===== config.mk =====
export PLATFORM = sky130hd
export DESIGN_NAME = battery_voltage_to_percent_unit_flat
export DESIGN_NICKNAME = d
export VERILOG_FILES = /design/src/sv/bvp_pkg.sv /design/src/sv/bvp_if.sv /design/src/sv/bvp_seg.sv /design/src/sv/bvp_scale.sv /design/src/sv/battery_voltage_to_percent_unit.sv /design/src/flat_wrapper.sv
export SDC_FILE = /design/constraint.sdc
export NUM_CORES = 1
export LEC_CHECK = 0
export ABC_AREA = 1
export BUFFER_PORTS_ARGS = -buffer_cell sky130_fd_sc_hd__buf_4
export CAP_MARGIN = 20
export CORE_AREA = 2 2 151 153
export CTS_BUF_LIST = sky130_fd_sc_hd__clkbuf_16
export CTS_CLUSTER_DIAMETER = 120
export CTS_CLUSTER_SIZE = 16
export DETAILED_ROUTE_END_ITERATION = 12
export DIE_AREA = 0 0 153 155
export PLACE_DENSITY = 0.68
export SLEW_MARGIN = 10
export SYNTH_ARGS = -nofsm -noshare
export SYNTH_HDL_FRONTEND = slang
export SYNTH_SLANG_ARGS = --single-unit

===== constraint.sdc =====
create_clock -name clk_i -period 5.7 [get_ports clk_i]
set_input_delay 0.285 -clock clk_i [delete_from_list [all_inputs] [get_ports clk_i]]
set_output_delay 0.285 -clock clk_i [all_outputs]
set_load 0.005 [all_outputs]

===== src/sv/bvp_pkg.sv =====
// Package for the battery voltage to percent unit.
// Holds the discharge curve, per-segment constants and shared types.
// No dependencies; bvp_seg, bvp_scale and the top level import it.
package bvp_pkg;

  // Field and datapath widths.
  localparam int MvW        = 13;
  localparam int PctW       = 7;
  localparam int SegW       = 4;
  localparam int OffsetW    = 9;
  localparam int DeltaW     = 4;
  localparam int SpanW      = 9;
  localparam int RecipW     = 12;
  localparam int RecipShift = 16;
  localparam int ProdW      = 11;
  localparam int QuotW      = 4;

  localparam int CurvePoints = 13;
  localparam int SegCount    = CurvePoints - 1;

  typedef logic [MvW-1:0]     mv_t;
  typedef logic [PctW-1:0]    pct_t;
  typedef logic [SegW-1:0]    seg_t;
  typedef logic [OffsetW-1:0] offset_t;
  typedef logic [DeltaW-1:0]  delta_t;
  typedef logic [SpanW-1:0]   span_t;
  typedef logic [RecipW-1:0]  recip_t;
  typedef logic [ProdW-1:0]   prod_t;
  typedef logic [QuotW-1:0]   quot_t;

  // Clamp code: inside the curve, above the top point or below the bottom point.
  typedef enum logic [1:0] {
    ClampNone = 2'd0,
    ClampHigh = 2'd1,
    ClampLow  = 2'd2
  } clamp_e;

  // Breakpoints from the top of the curve down, in millivolts.
  localparam mv_t CurveMv [CurvePoints] = '{
    13'd4200, 13'd4150, 13'd4110, 13'd4080, 13'd4020, 13'd3980, 13'd3950,
    13'd3910, 13'd3870, 13'd3830, 13'd3790, 13'd3700, 13'd3300
  };

  localparam pct_t PctFull  = 7'd100;
  localparam pct_t PctEmpty = 7'd0;

  // Segment k runs from breakpoint k+1 (low end) up to breakpoint k.
  localparam mv_t SegMvLo [SegCount] = '{
    13'd4150, 13'd4110, 13'd4080, 13'd4020, 13'd3980, 13'd3950,
    13'd3910, 13'd3870, 13'd3830, 13'd3790, 13'd3700, 13'd3300
  };

  localparam pct_t SegPctLo [SegCount] = '{
    7'd95, 7'd90, 7'd80, 7'd70, 7'd60, 7'd50, 7'd40, 7'd30, 7'd20, 7'd10, 7'd5, 7'd0
  };

  // Percent rise across each segment.
  localparam delta_t SegDelta [SegCount] = '{
    4'd5, 4'd5, 4'd10, 4'd10, 4'd10, 4'd10, 4'd10, 4'd10, 4'd10, 4'd10, 4'd5, 4'd5
  };

  // Voltage width of each segment in millivolts.
  localparam span_t SegSpan [SegCount] = '{
    9'd50, 9'd40, 9'd30, 9'd60, 9'd40, 9'd30, 9'd40, 9'd40, 9'd40, 9'd40, 9'd90, 9'd400
  };

  // floor(2^RecipShift / span). With products below 2^RecipShift the
  // quotient estimate is exact or one low.
  localparam recip_t SegRecip [SegCount] = '{
    12'd1310, 12'd1638, 12'd2184, 12'd1092, 12'd1638, 12'd2184,
    12'd1638, 12'd1638, 12'd1638, 12'd1638, 12'd728, 12'd163
  };

  // What the segment stages hand to the scaling stages.
  typedef struct packed {
    clamp_e  clamp;
    seg_t    seg;
    offset_t offset;
  } seg_data_t;

endpackage


===== src/sv/bvp_if.sv =====
// Stream interfaces of the battery voltage to percent unit.
// Valid/ready channels for the voltage input and the percent result.
// Depends on nothing; the top level takes them as ports and its users instantiate them.
interface bvp_volt_if #(
  parameter int VOLTAGE_BITS = 13
);
  logic                    valid;
  logic                    ready;
  logic [VOLTAGE_BITS-1:0] voltage_mv;

  modport source (output valid, output voltage_mv, input ready);
  modport sink   (input valid, input voltage_mv, output ready);
endinterface

interface bvp_pct_if;
  logic       valid;
  logic       ready;
  logic [6:0] percent;

  modport source (output valid, output percent, input ready);
  modport sink   (input valid, input percent, output ready);
endinterface


===== src/sv/bvp_seg.sv =====
// Segment stages: find the curve segment of a voltage, then its offset.
// Two registered stages with per-stage valid bits and stall propagation.
// Depends on bvp_pkg.
module bvp_seg #(
  parameter int VoltageBits = 13
) (
  input  logic                   clk_i,
  input  logic                   rst_ni,
  input  logic                   in_valid_i,
  output logic                   in_ready_o,
  input  logic [VoltageBits-1:0] voltage_i,
  output logic                   out_valid_o,
  input  logic                   out_ready_i,
  output bvp_pkg::seg_data_t     out_o
);
  import bvp_pkg::*;

  logic                   s1_valid_q;
  logic [VoltageBits-1:0] s1_v_q;
  seg_t                   s1_seg_q, s1_seg_d;
  clamp_e                 s1_clamp_q, s1_clamp_d;
  logic                   s2_valid_q;
  seg_data_t              s2_q, s2_d;
  logic                   en1, en2;
  logic [VoltageBits-1:0] diff;

  // A stage takes a new transfer when it is empty or its content moves on.
  assign en2        = !s2_valid_q || out_ready_i;
  assign en1        = !s1_valid_q || en2;
  assign in_ready_o = en1;

  // Stage 1: clamp checks and segment index, counting inner breakpoints above v.
  // The bottom point is left out so the index stays on the last segment.
  always_comb begin
    if (voltage_i >= VoltageBits'(CurveMv[0])) begin
      s1_clamp_d = ClampHigh;
    end else if (voltage_i <= VoltageBits'(CurveMv[CurvePoints-1])) begin
      s1_clamp_d = ClampLow;
    end else begin
      s1_clamp_d = ClampNone;
    end
    s1_seg_d = '0;
    for (int j = 1; j < SegCount; j++) begin
      if (VoltageBits'(CurveMv[j]) > voltage_i) begin
        s1_seg_d = s1_seg_d + seg_t'(1);
      end
    end
  end

  // Stage 2: distance above the low end of the segment.
  always_comb begin
    diff         = s1_v_q - VoltageBits'(SegMvLo[s1_seg_q]);
    s2_d.clamp  = s1_clamp_q;
    s2_d.seg    = s1_seg_q;
    s2_d.offset = diff[OffsetW-1:0];
  end

  // Valid bits.
  always_ff @(posedge clk_i or negedge rst_ni) begin
    if (!rst_ni) begin
      s1_valid_q <= 1'b0;
      s2_valid_q <= 1'b0;
    end else begin
      if (en1) begin
        s1_valid_q <= in_valid_i;
      end
      if (en2) begin
        s2_valid_q <= s1_valid_q;
      end
    end
  end

  // Payload registers.
  always_ff @(posedge clk_i) begin
    if (en1 && in_valid_i) begin
      s1_v_q     <= voltage_i;
      s1_seg_q   <= s1_seg_d;
      s1_clamp_q <= s1_clamp_d;
    end
    if (en2 && s1_valid_q) begin
      s2_q <= s2_d;
    end
  end

  assign out_valid_o = s2_valid_q;
  assign out_o       = s2_q;

endmodule


===== src/sv/bvp_scale.sv =====
// Scaling stages: offset times percent rise, divide by the segment span.
// Three registered stages: multiply, reciprocal multiply, correct and add.
// Depends on bvp_pkg.
module bvp_scale (
  input  logic               clk_i,
  input  logic               rst_ni,
  input  logic               in_valid_i,
  output logic               in_ready_o,
  input  bvp_pkg::seg_data_t in_i,
  output logic               out_valid_o,
  input  logic               out_ready_i,
  output bvp_pkg::pct_t      percent_o
);
  import bvp_pkg::*;

  typedef struct packed {
    clamp_e clamp;
    seg_t   seg;
    prod_t  prod;
  } prod_data_t;

  typedef struct packed {
    clamp_e clamp;
    seg_t   seg;
    prod_t  prod;
    quot_t  quot;
  } quot_data_t;

  logic                            s3_valid_q, s4_valid_q, s5_valid_q;
  prod_data_t                      s3_q, s3_d;
  quot_data_t                      s4_q, s4_d;
  pct_t                            s5_q, s5_d;
  logic                            en3, en4, en5;
  logic [OffsetW+DeltaW-1:0]       prod_full;
  logic [ProdW+RecipW-1:0]         recip_full;
  logic [QuotW+SpanW-1:0]          quot_span;
  logic [QuotW+SpanW-1:0]          rem;
  quot_t                           quot_fix;

  assign en5        = !s5_valid_q || out_ready_i;
  assign en4        = !s4_valid_q || en5;
  assign en3        = !s3_valid_q || en4;
  assign in_ready_o = en3;

  // Stage 3: product of the offset and the segment's percent rise.
  always_comb begin
    prod_full  = (OffsetW+DeltaW)'(in_i.offset) * (OffsetW+DeltaW)'(SegDelta[in_i.seg]);
    s3_d.clamp = in_i.clamp;
    s3_d.seg   = in_i.seg;
    s3_d.prod  = prod_full[ProdW-1:0];
  end

  // Stage 4: quotient estimate from the reciprocal of the span.
  always_comb begin
    recip_full = (ProdW+RecipW)'(s3_q.prod) * (ProdW+RecipW)'(SegRecip[s3_q.seg]);
    s4_d.clamp = s3_q.clamp;
    s4_d.seg   = s3_q.seg;
    s4_d.prod  = s3_q.prod;
    s4_d.quot  = recip_full[RecipShift +: QuotW];
  end

  // Stage 5: raise the estimate by one where the remainder reaches the span,
  // then add the segment base or apply the clamp.
  always_comb begin
    quot_span = (QuotW+SpanW)'(s4_q.quot) * (QuotW+SpanW)'(SegSpan[s4_q.seg]);
    rem       = (QuotW+SpanW)'(s4_q.prod) - quot_span;
    quot_fix  = s4_q.quot;
    if (rem >= (QuotW+SpanW)'(SegSpan[s4_q.seg])) begin
      quot_fix = s4_q.quot + quot_t'(1);
    end
    case (s4_q.clamp)
      ClampHigh: s5_d = PctFull;
      ClampLow:  s5_d = PctEmpty;
      ClampNone: s5_d = SegPctLo[s4_q.seg] + pct_t'(quot_fix);
      default:   s5_d = PctEmpty;
    endcase
  end

  // Valid bits.
  always_ff @(posedge clk_i or negedge rst_ni) begin
    if (!rst_ni) begin
      s3_valid_q <= 1'b0;
      s4_valid_q <= 1'b0;
      s5_valid_q <= 1'b0;
    end else begin
      if (en3) begin
        s3_valid_q <= in_valid_i;
      end
      if (en4) begin
        s4_valid_q <= s3_valid_q;
      end
      if (en5) begin
        s5_valid_q <= s4_valid_q;
      end
    end
  end

  // Payload registers.
  always_ff @(posedge clk_i) begin
    if (en3 && in_valid_i) begin
      s3_q <= s3_d;
    end
    if (en4 && s3_valid_q) begin
      s4_q <= s4_d;
    end
    if (en5 && s4_valid_q) begin
      s5_q <= s5_d;
    end
  end

  assign out_valid_o = s5_valid_q;
  assign percent_o   = s5_q;

endmodule


===== src/sv/battery_voltage_to_percent_unit.sv =====
// Channel   Dir  Payload                       Transfer when
// volt_i    in   voltage_mv [VOLTAGE_BITS-1:0]  valid && ready
// pct_o     out  percent [6:0]                  valid && ready
//
// Five register stages: segment select, offset, multiply, reciprocal
// multiply, correct and add. One transfer per cycle in and out while the
// output is not held; an item passes through the stages in that order.
// Reset clears only the valid bits; the pipeline then takes items at once.
// Each stage holds its item while the next stage is full and stalled, and
// accepts a new one whenever it is empty, so bubbles close up under a stall.
// Top level of the battery voltage to percent unit.
// Depends on bvp_pkg, bvp_if, bvp_seg and bvp_scale.
module battery_voltage_to_percent_unit #(
  parameter int VOLTAGE_BITS = 13
) (
  input  logic          clk_i,
  input  logic          rst_ni,
  bvp_volt_if.sink      volt_i,
  bvp_pct_if.source     pct_o
);
  import bvp_pkg::*;

  logic      seg_valid;
  logic      seg_ready;
  seg_data_t seg_data;

  // Segment select and offset.
  bvp_seg #(
    .VoltageBits(VOLTAGE_BITS)
  ) u_seg (
    .clk_i      (clk_i),
    .rst_ni     (rst_ni),
    .in_valid_i (volt_i.valid),
    .in_ready_o (volt_i.ready),
    .voltage_i  (volt_i.voltage_mv),
    .out_valid_o(seg_valid),
    .out_ready_i(seg_ready),
    .out_o      (seg_data)
  );

  // Interpolation within the segment.
  bvp_scale u_scale (
    .clk_i      (clk_i),
    .rst_ni     (rst_ni),
    .in_valid_i (seg_valid),
    .in_ready_o (seg_ready),
    .in_i       (seg_data),
    .out_valid_o(pct_o.valid),
    .out_ready_i(pct_o.ready),
    .percent_o  (pct_o.percent)
  );

endmodule


===== src/flat_wrapper.sv =====
// flat-port wrapper written by rule: the top's interface ports become plain ports
module battery_voltage_to_percent_unit_flat import bvp_pkg::*;
#(
  parameter int VOLTAGE_BITS = 13
)
  (clk_i, rst_ni, volt_i_valid, volt_i_voltage_mv, volt_i_ready, pct_o_valid, pct_o_percent, pct_o_ready);
  bvp_volt_if #(.VOLTAGE_BITS(VOLTAGE_BITS)) volt_i_i ();
  bvp_pct_if pct_o_i ();
  input  logic clk_i;
  input  logic rst_ni;
  input wire logic [$bits(volt_i_i.valid)-1:0] volt_i_valid;
  input wire logic [$bits(volt_i_i.voltage_mv)-1:0] volt_i_voltage_mv;
  output wire logic [$bits(volt_i_i.ready)-1:0] volt_i_ready;
  output wire logic [$bits(pct_o_i.valid)-1:0] pct_o_valid;
  output wire logic [$bits(pct_o_i.percent)-1:0] pct_o_percent;
  input wire logic [$bits(pct_o_i.ready)-1:0] pct_o_ready;
  assign volt_i_i.valid = volt_i_valid;
  assign volt_i_i.voltage_mv = volt_i_voltage_mv;
  assign volt_i_ready = volt_i_i.ready;
  assign pct_o_valid = pct_o_i.valid;
  assign pct_o_percent = pct_o_i.percent;
  assign pct_o_i.ready = pct_o_ready;
  battery_voltage_to_percent_unit #(.VOLTAGE_BITS(VOLTAGE_BITS)) u_core (.clk_i(clk_i), .rst_ni(rst_ni), .volt_i(volt_i_i), .pct_o(pct_o_i));
endmodule

==> impl_results.md <==
- Maximum clock path buffer count: 2
- Detailed-routing iteration count for the pre-antenna-repair pass: 5
- Met2 wire length: 13000 µm
- Estimated wirelength of the detail-placed design: between 20000 and 25000 µm
- Unique masters post-synth: 47
- Failing checks: setup timing
- CTS Root Cell: clkbuf_16
- Maximum level of the CTS H-tree: 3
- Iteration-0 DRC Markers: between 400 and 500
- Required time reported for the critical path endpoint: 5.79 ns
- Initial Util: 48.7%
- WL/cell: 14.3 µm
- Most frequent standard cell in the layout excluding fill and tap cells: inv_1
- Global routing usage summed across all routing layers: 21.7%
- Vert. Die Dim: 155 µm
- Cell type of the slowest stage on the worst timing path: fa_1
- Number of top-level pins: 26
- Number of buffers added by the clock tree synthesis step: 9
- Sum of met3 wire segment lengths after detailed routing: 961 µm
- Final routed DRC violation total: 0
- Met1 Wirelength: approximately 11000 µm
- Top routing layer in use: met4
- Vias per cell: 4.99
- Row count: 55
- Most frequent cells in the layout: inv_1 (281), nand2_1 (220), buf_4 (163), nor2_1 (142), fa_1 (119)
- Crit path launch: u_core.u_scale.s4_q[15]
- Crit path arrival time: 6.11 ns
- Maximum clock rate: about 0.17 GHz
- Netlist area before placement: roughly 11000 µm²
- Number of clock sinks: 80
- Max Cap Viol: 0
- Vias post-DR: between 8000 and 9000
- Final hold violation count: 0
- IO buf count: 25
- Portion of the post-synthesis area used by sequential elements: around 22%
- Area added between synthesis and finish: 23.8%
- Clock tree from TritonCTS: yes
- NumNets Final: 1756
- Post-DRT Antenna Nets: 0
- Syn avg cell area: 8.15 µm²
- RSZ-0062 raised after global routing: true
- Clock Latency Late Sink: between 0.3 and 0.4 ns
- Number of setup violations in the final report: 6
- First-pass GRT wire length: 42000 µm
- Crit start category: flop
- Synthesized netlist net count: 1586
- Biggest cell delay along the critical path: about 0.55 ns
- Finished Core Util: 60.3%
- Number of global-route vias before repair: 9052
- Maximum fanout encountered on the critical timing path: 5
- Shortest clock period the worst path allows after layout: between 6 and 7 ns
- Post-route fraction of the period consumed by the critical path: 106%
- Final hold slack: ~0.14 ns
- Antenna diode count: 0
- Total length of routed wires: 25600 µm
- Source of the worst register-to-register timing path: u_core.u_scale.s4_q[15]
- Actual slew at the worst max-slew pin: 0.835 ns
- Most used cell along the critical path: nand2_1
- Worst hold-check path type: input pin to flop
- Antenna violations before repair: 0
- Post-Route Skew: 0.00815 ns
- Routability-driven placement congestion ratio: 0.945
- Category of the worst setup path capture point: flop
- Core footprint: 22200 µm²
- Class of the most critical setup path: flop to flop
- Setup slack of the critical path after layout: -0.319 ns
- Total grt overflow: 0
- Clock slew seen by the registers of the worst setup and hold paths: 0.06 ns
- Floorplan die width: 153 µm
- Syn. warnings: 0
- Flop and latch count out of synthesis: 80
- Worst setup slack for register-to-register paths: -0.32 ns
- Slew Limit Headroom: 44.2%
- Run status: finished with violations
- Die area: 23700 µm²
- Maximum number of pins on one net before global-route repair: 22
- Worst slack at placement: -0.567 ns
- Share of cells above drive strength 1: 24.1%
- Gate count after technology mapping: 1328
- Hold Crit Start: volt_i_valid
- Number of slew-limit violations in the final report: 0
sequential cells by signal (all words and copies together), names as in the netlist:
name,flops
u_core.u_scale.out_valid_o,1
u_core.u_seg.s1_valid_q,1
u_core.u_scale.s4_q,21
u_core.u_seg.out_o,15
u_core.u_scale.s3_valid_q,1
u_core.u_seg.s1_seg_q,4
u_core.u_scale.s3_q,17
u_core.u_seg.s1_v_q,9
u_core.u_seg.out_valid_o,1
u_core.u_scale.s4_valid_q,1
u_core.u_scale.percent_o,7
u_core.u_seg.s1_clamp_q,2
stage by stage:
stage | instances | instance area (µm²) | setup TNS, ns
finish | 1788 | 13400 | -1.40
global route | 1788 | 13400 | -3.68
CTS | 1771 | 12900 | -1.07
detailed placement | 1748 | 12400 | -3.78
global placement | 1748 | 12400 | -2.15
floorplan | 1328 | 11000 | -0.435
what timing repair did:
item | 4_1_cts | 5_1_grt
endpoints found under the hold margin | 5 | 0
hold buffers | 1 | 0
resized for setup | 38 | 108
buffers inserted | 6 | 16
endpoints found under the setup margin | 9 | 13
pin swaps | 23 | 49
cloned | 0 | 0
layout make-up:
| class | instances | area [µm²] |
|---|---|---|
| sequential | 80 | 2380 |
| clock inverter | 7 | 52.6 |
| multi-input combinational | 915 | 7840 |
| inverter | 319 | 1210 |
| tap | 285 | 357 |
| fill | 1960 | 8830 |
| clock buffer | 9 | 225 |
| timing repair buffer | 173 | 1340 |
path summary, 6_finish.rpt:
path | endpoint | cells after the start
worst max-delay path | u_core.u_scale.percent_o[5] | 35
worst min-delay path | u_core.u_seg.s1_valid_q | 3
worst max register to register | u_core.u_scale.percent_o[5] | 35
worst min register to register | u_core.u_scale.s3_q[11] | 0
max in group asynchronous | u_core.u_scale.out_valid_o | 2
min in group asynchronous | u_core.u_seg.out_valid_o | 2
synthesized netlist by cell type (all sizes together):
| cell type | n | share of area, % |
|---|---|---|
| clkbuf | 6 | 0.21 |
| o21bai | 4 | 0.28 |
| a21o | 1 | 0.069 |
| edfxtp | 75 | 21 |
| xnor2 | 8 | 0.65 |
| or3 | 1 | 0.058 |
| ha | 120 | 14 |
| nor4 | 4 | 0.23 |
| nand2 | 266 | 10 |
| clkinv | 5 | 0.17 |
| and2 | 1 | 0.058 |
| a2111oi | 1 | 0.081 |
| a31oi | 8 | 0.46 |
| o211ai | 2 | 0.14 |
| o221ai | 1 | 0.081 |
| a211oi | 2 | 0.14 |
| o31ai | 1 | 0.069 |
| nand3b | 1 | 0.069 |
| nor2 | 165 | 5.8 |
| nor3b | 2 | 0.14 |
| xor2 | 37 | 3.0 |
| o22ai | 1 | 0.058 |
| fa | 121 | 22 |
| buf | 8 | 0.36 |
| dfrtp | 5 | 1.2 |
| o21ba | 1 | 0.092 |
| nand4 | 10 | 0.58 |
| o21ai | 32 | 1.5 |
| inv | 314 | 11 |
| nor3 | 17 | 0.89 |
| or2 | 6 | 0.35 |
| mux2 | 1 | 0.10 |
| o311ai | 1 | 0.081 |
| a41oi | 1 | 0.081 |
| nand3 | 56 | 3.0 |
| o32ai | 1 | 0.081 |
| a21oi | 42 | 1.9 |
routing by layer:
metal | vias up | track usage [%]
met1 | 4247 | 27.2
met3 | 59 | 3.09
met4 | 0 | 6.04
met2 | 187 | 39.4
li1 | 4433 | -
met5 | - | 0
critical path: cells and delay by family (launching register included):
family	cells	cell delay, ns
adders and majority gates	7	2.50
and+or+nand+nor	16	1.48
AOI/OAI and AO/OA	5	0.65
DFF	1	0.50
buffers and inverters	6	0.48
xor gates and xnor gates	1	0.15
logic make-up (layout without fill, tap and decap cells):
group,Yosys count,in the layout,share of synthesized area [%]
simple gates,529,529,21.2
mux,1,1,0.104
xor+xnor,45,45,3.64
fa+ha+maj,241,241,36.2
flops,80,80,22.0
compound gates,99,99,5.13
buf+inv,333,508,11.7
Power is left out: the tool's default activity adds up to more than one toggle a clock period on the data nets, which glitch-free logic cannot reach.
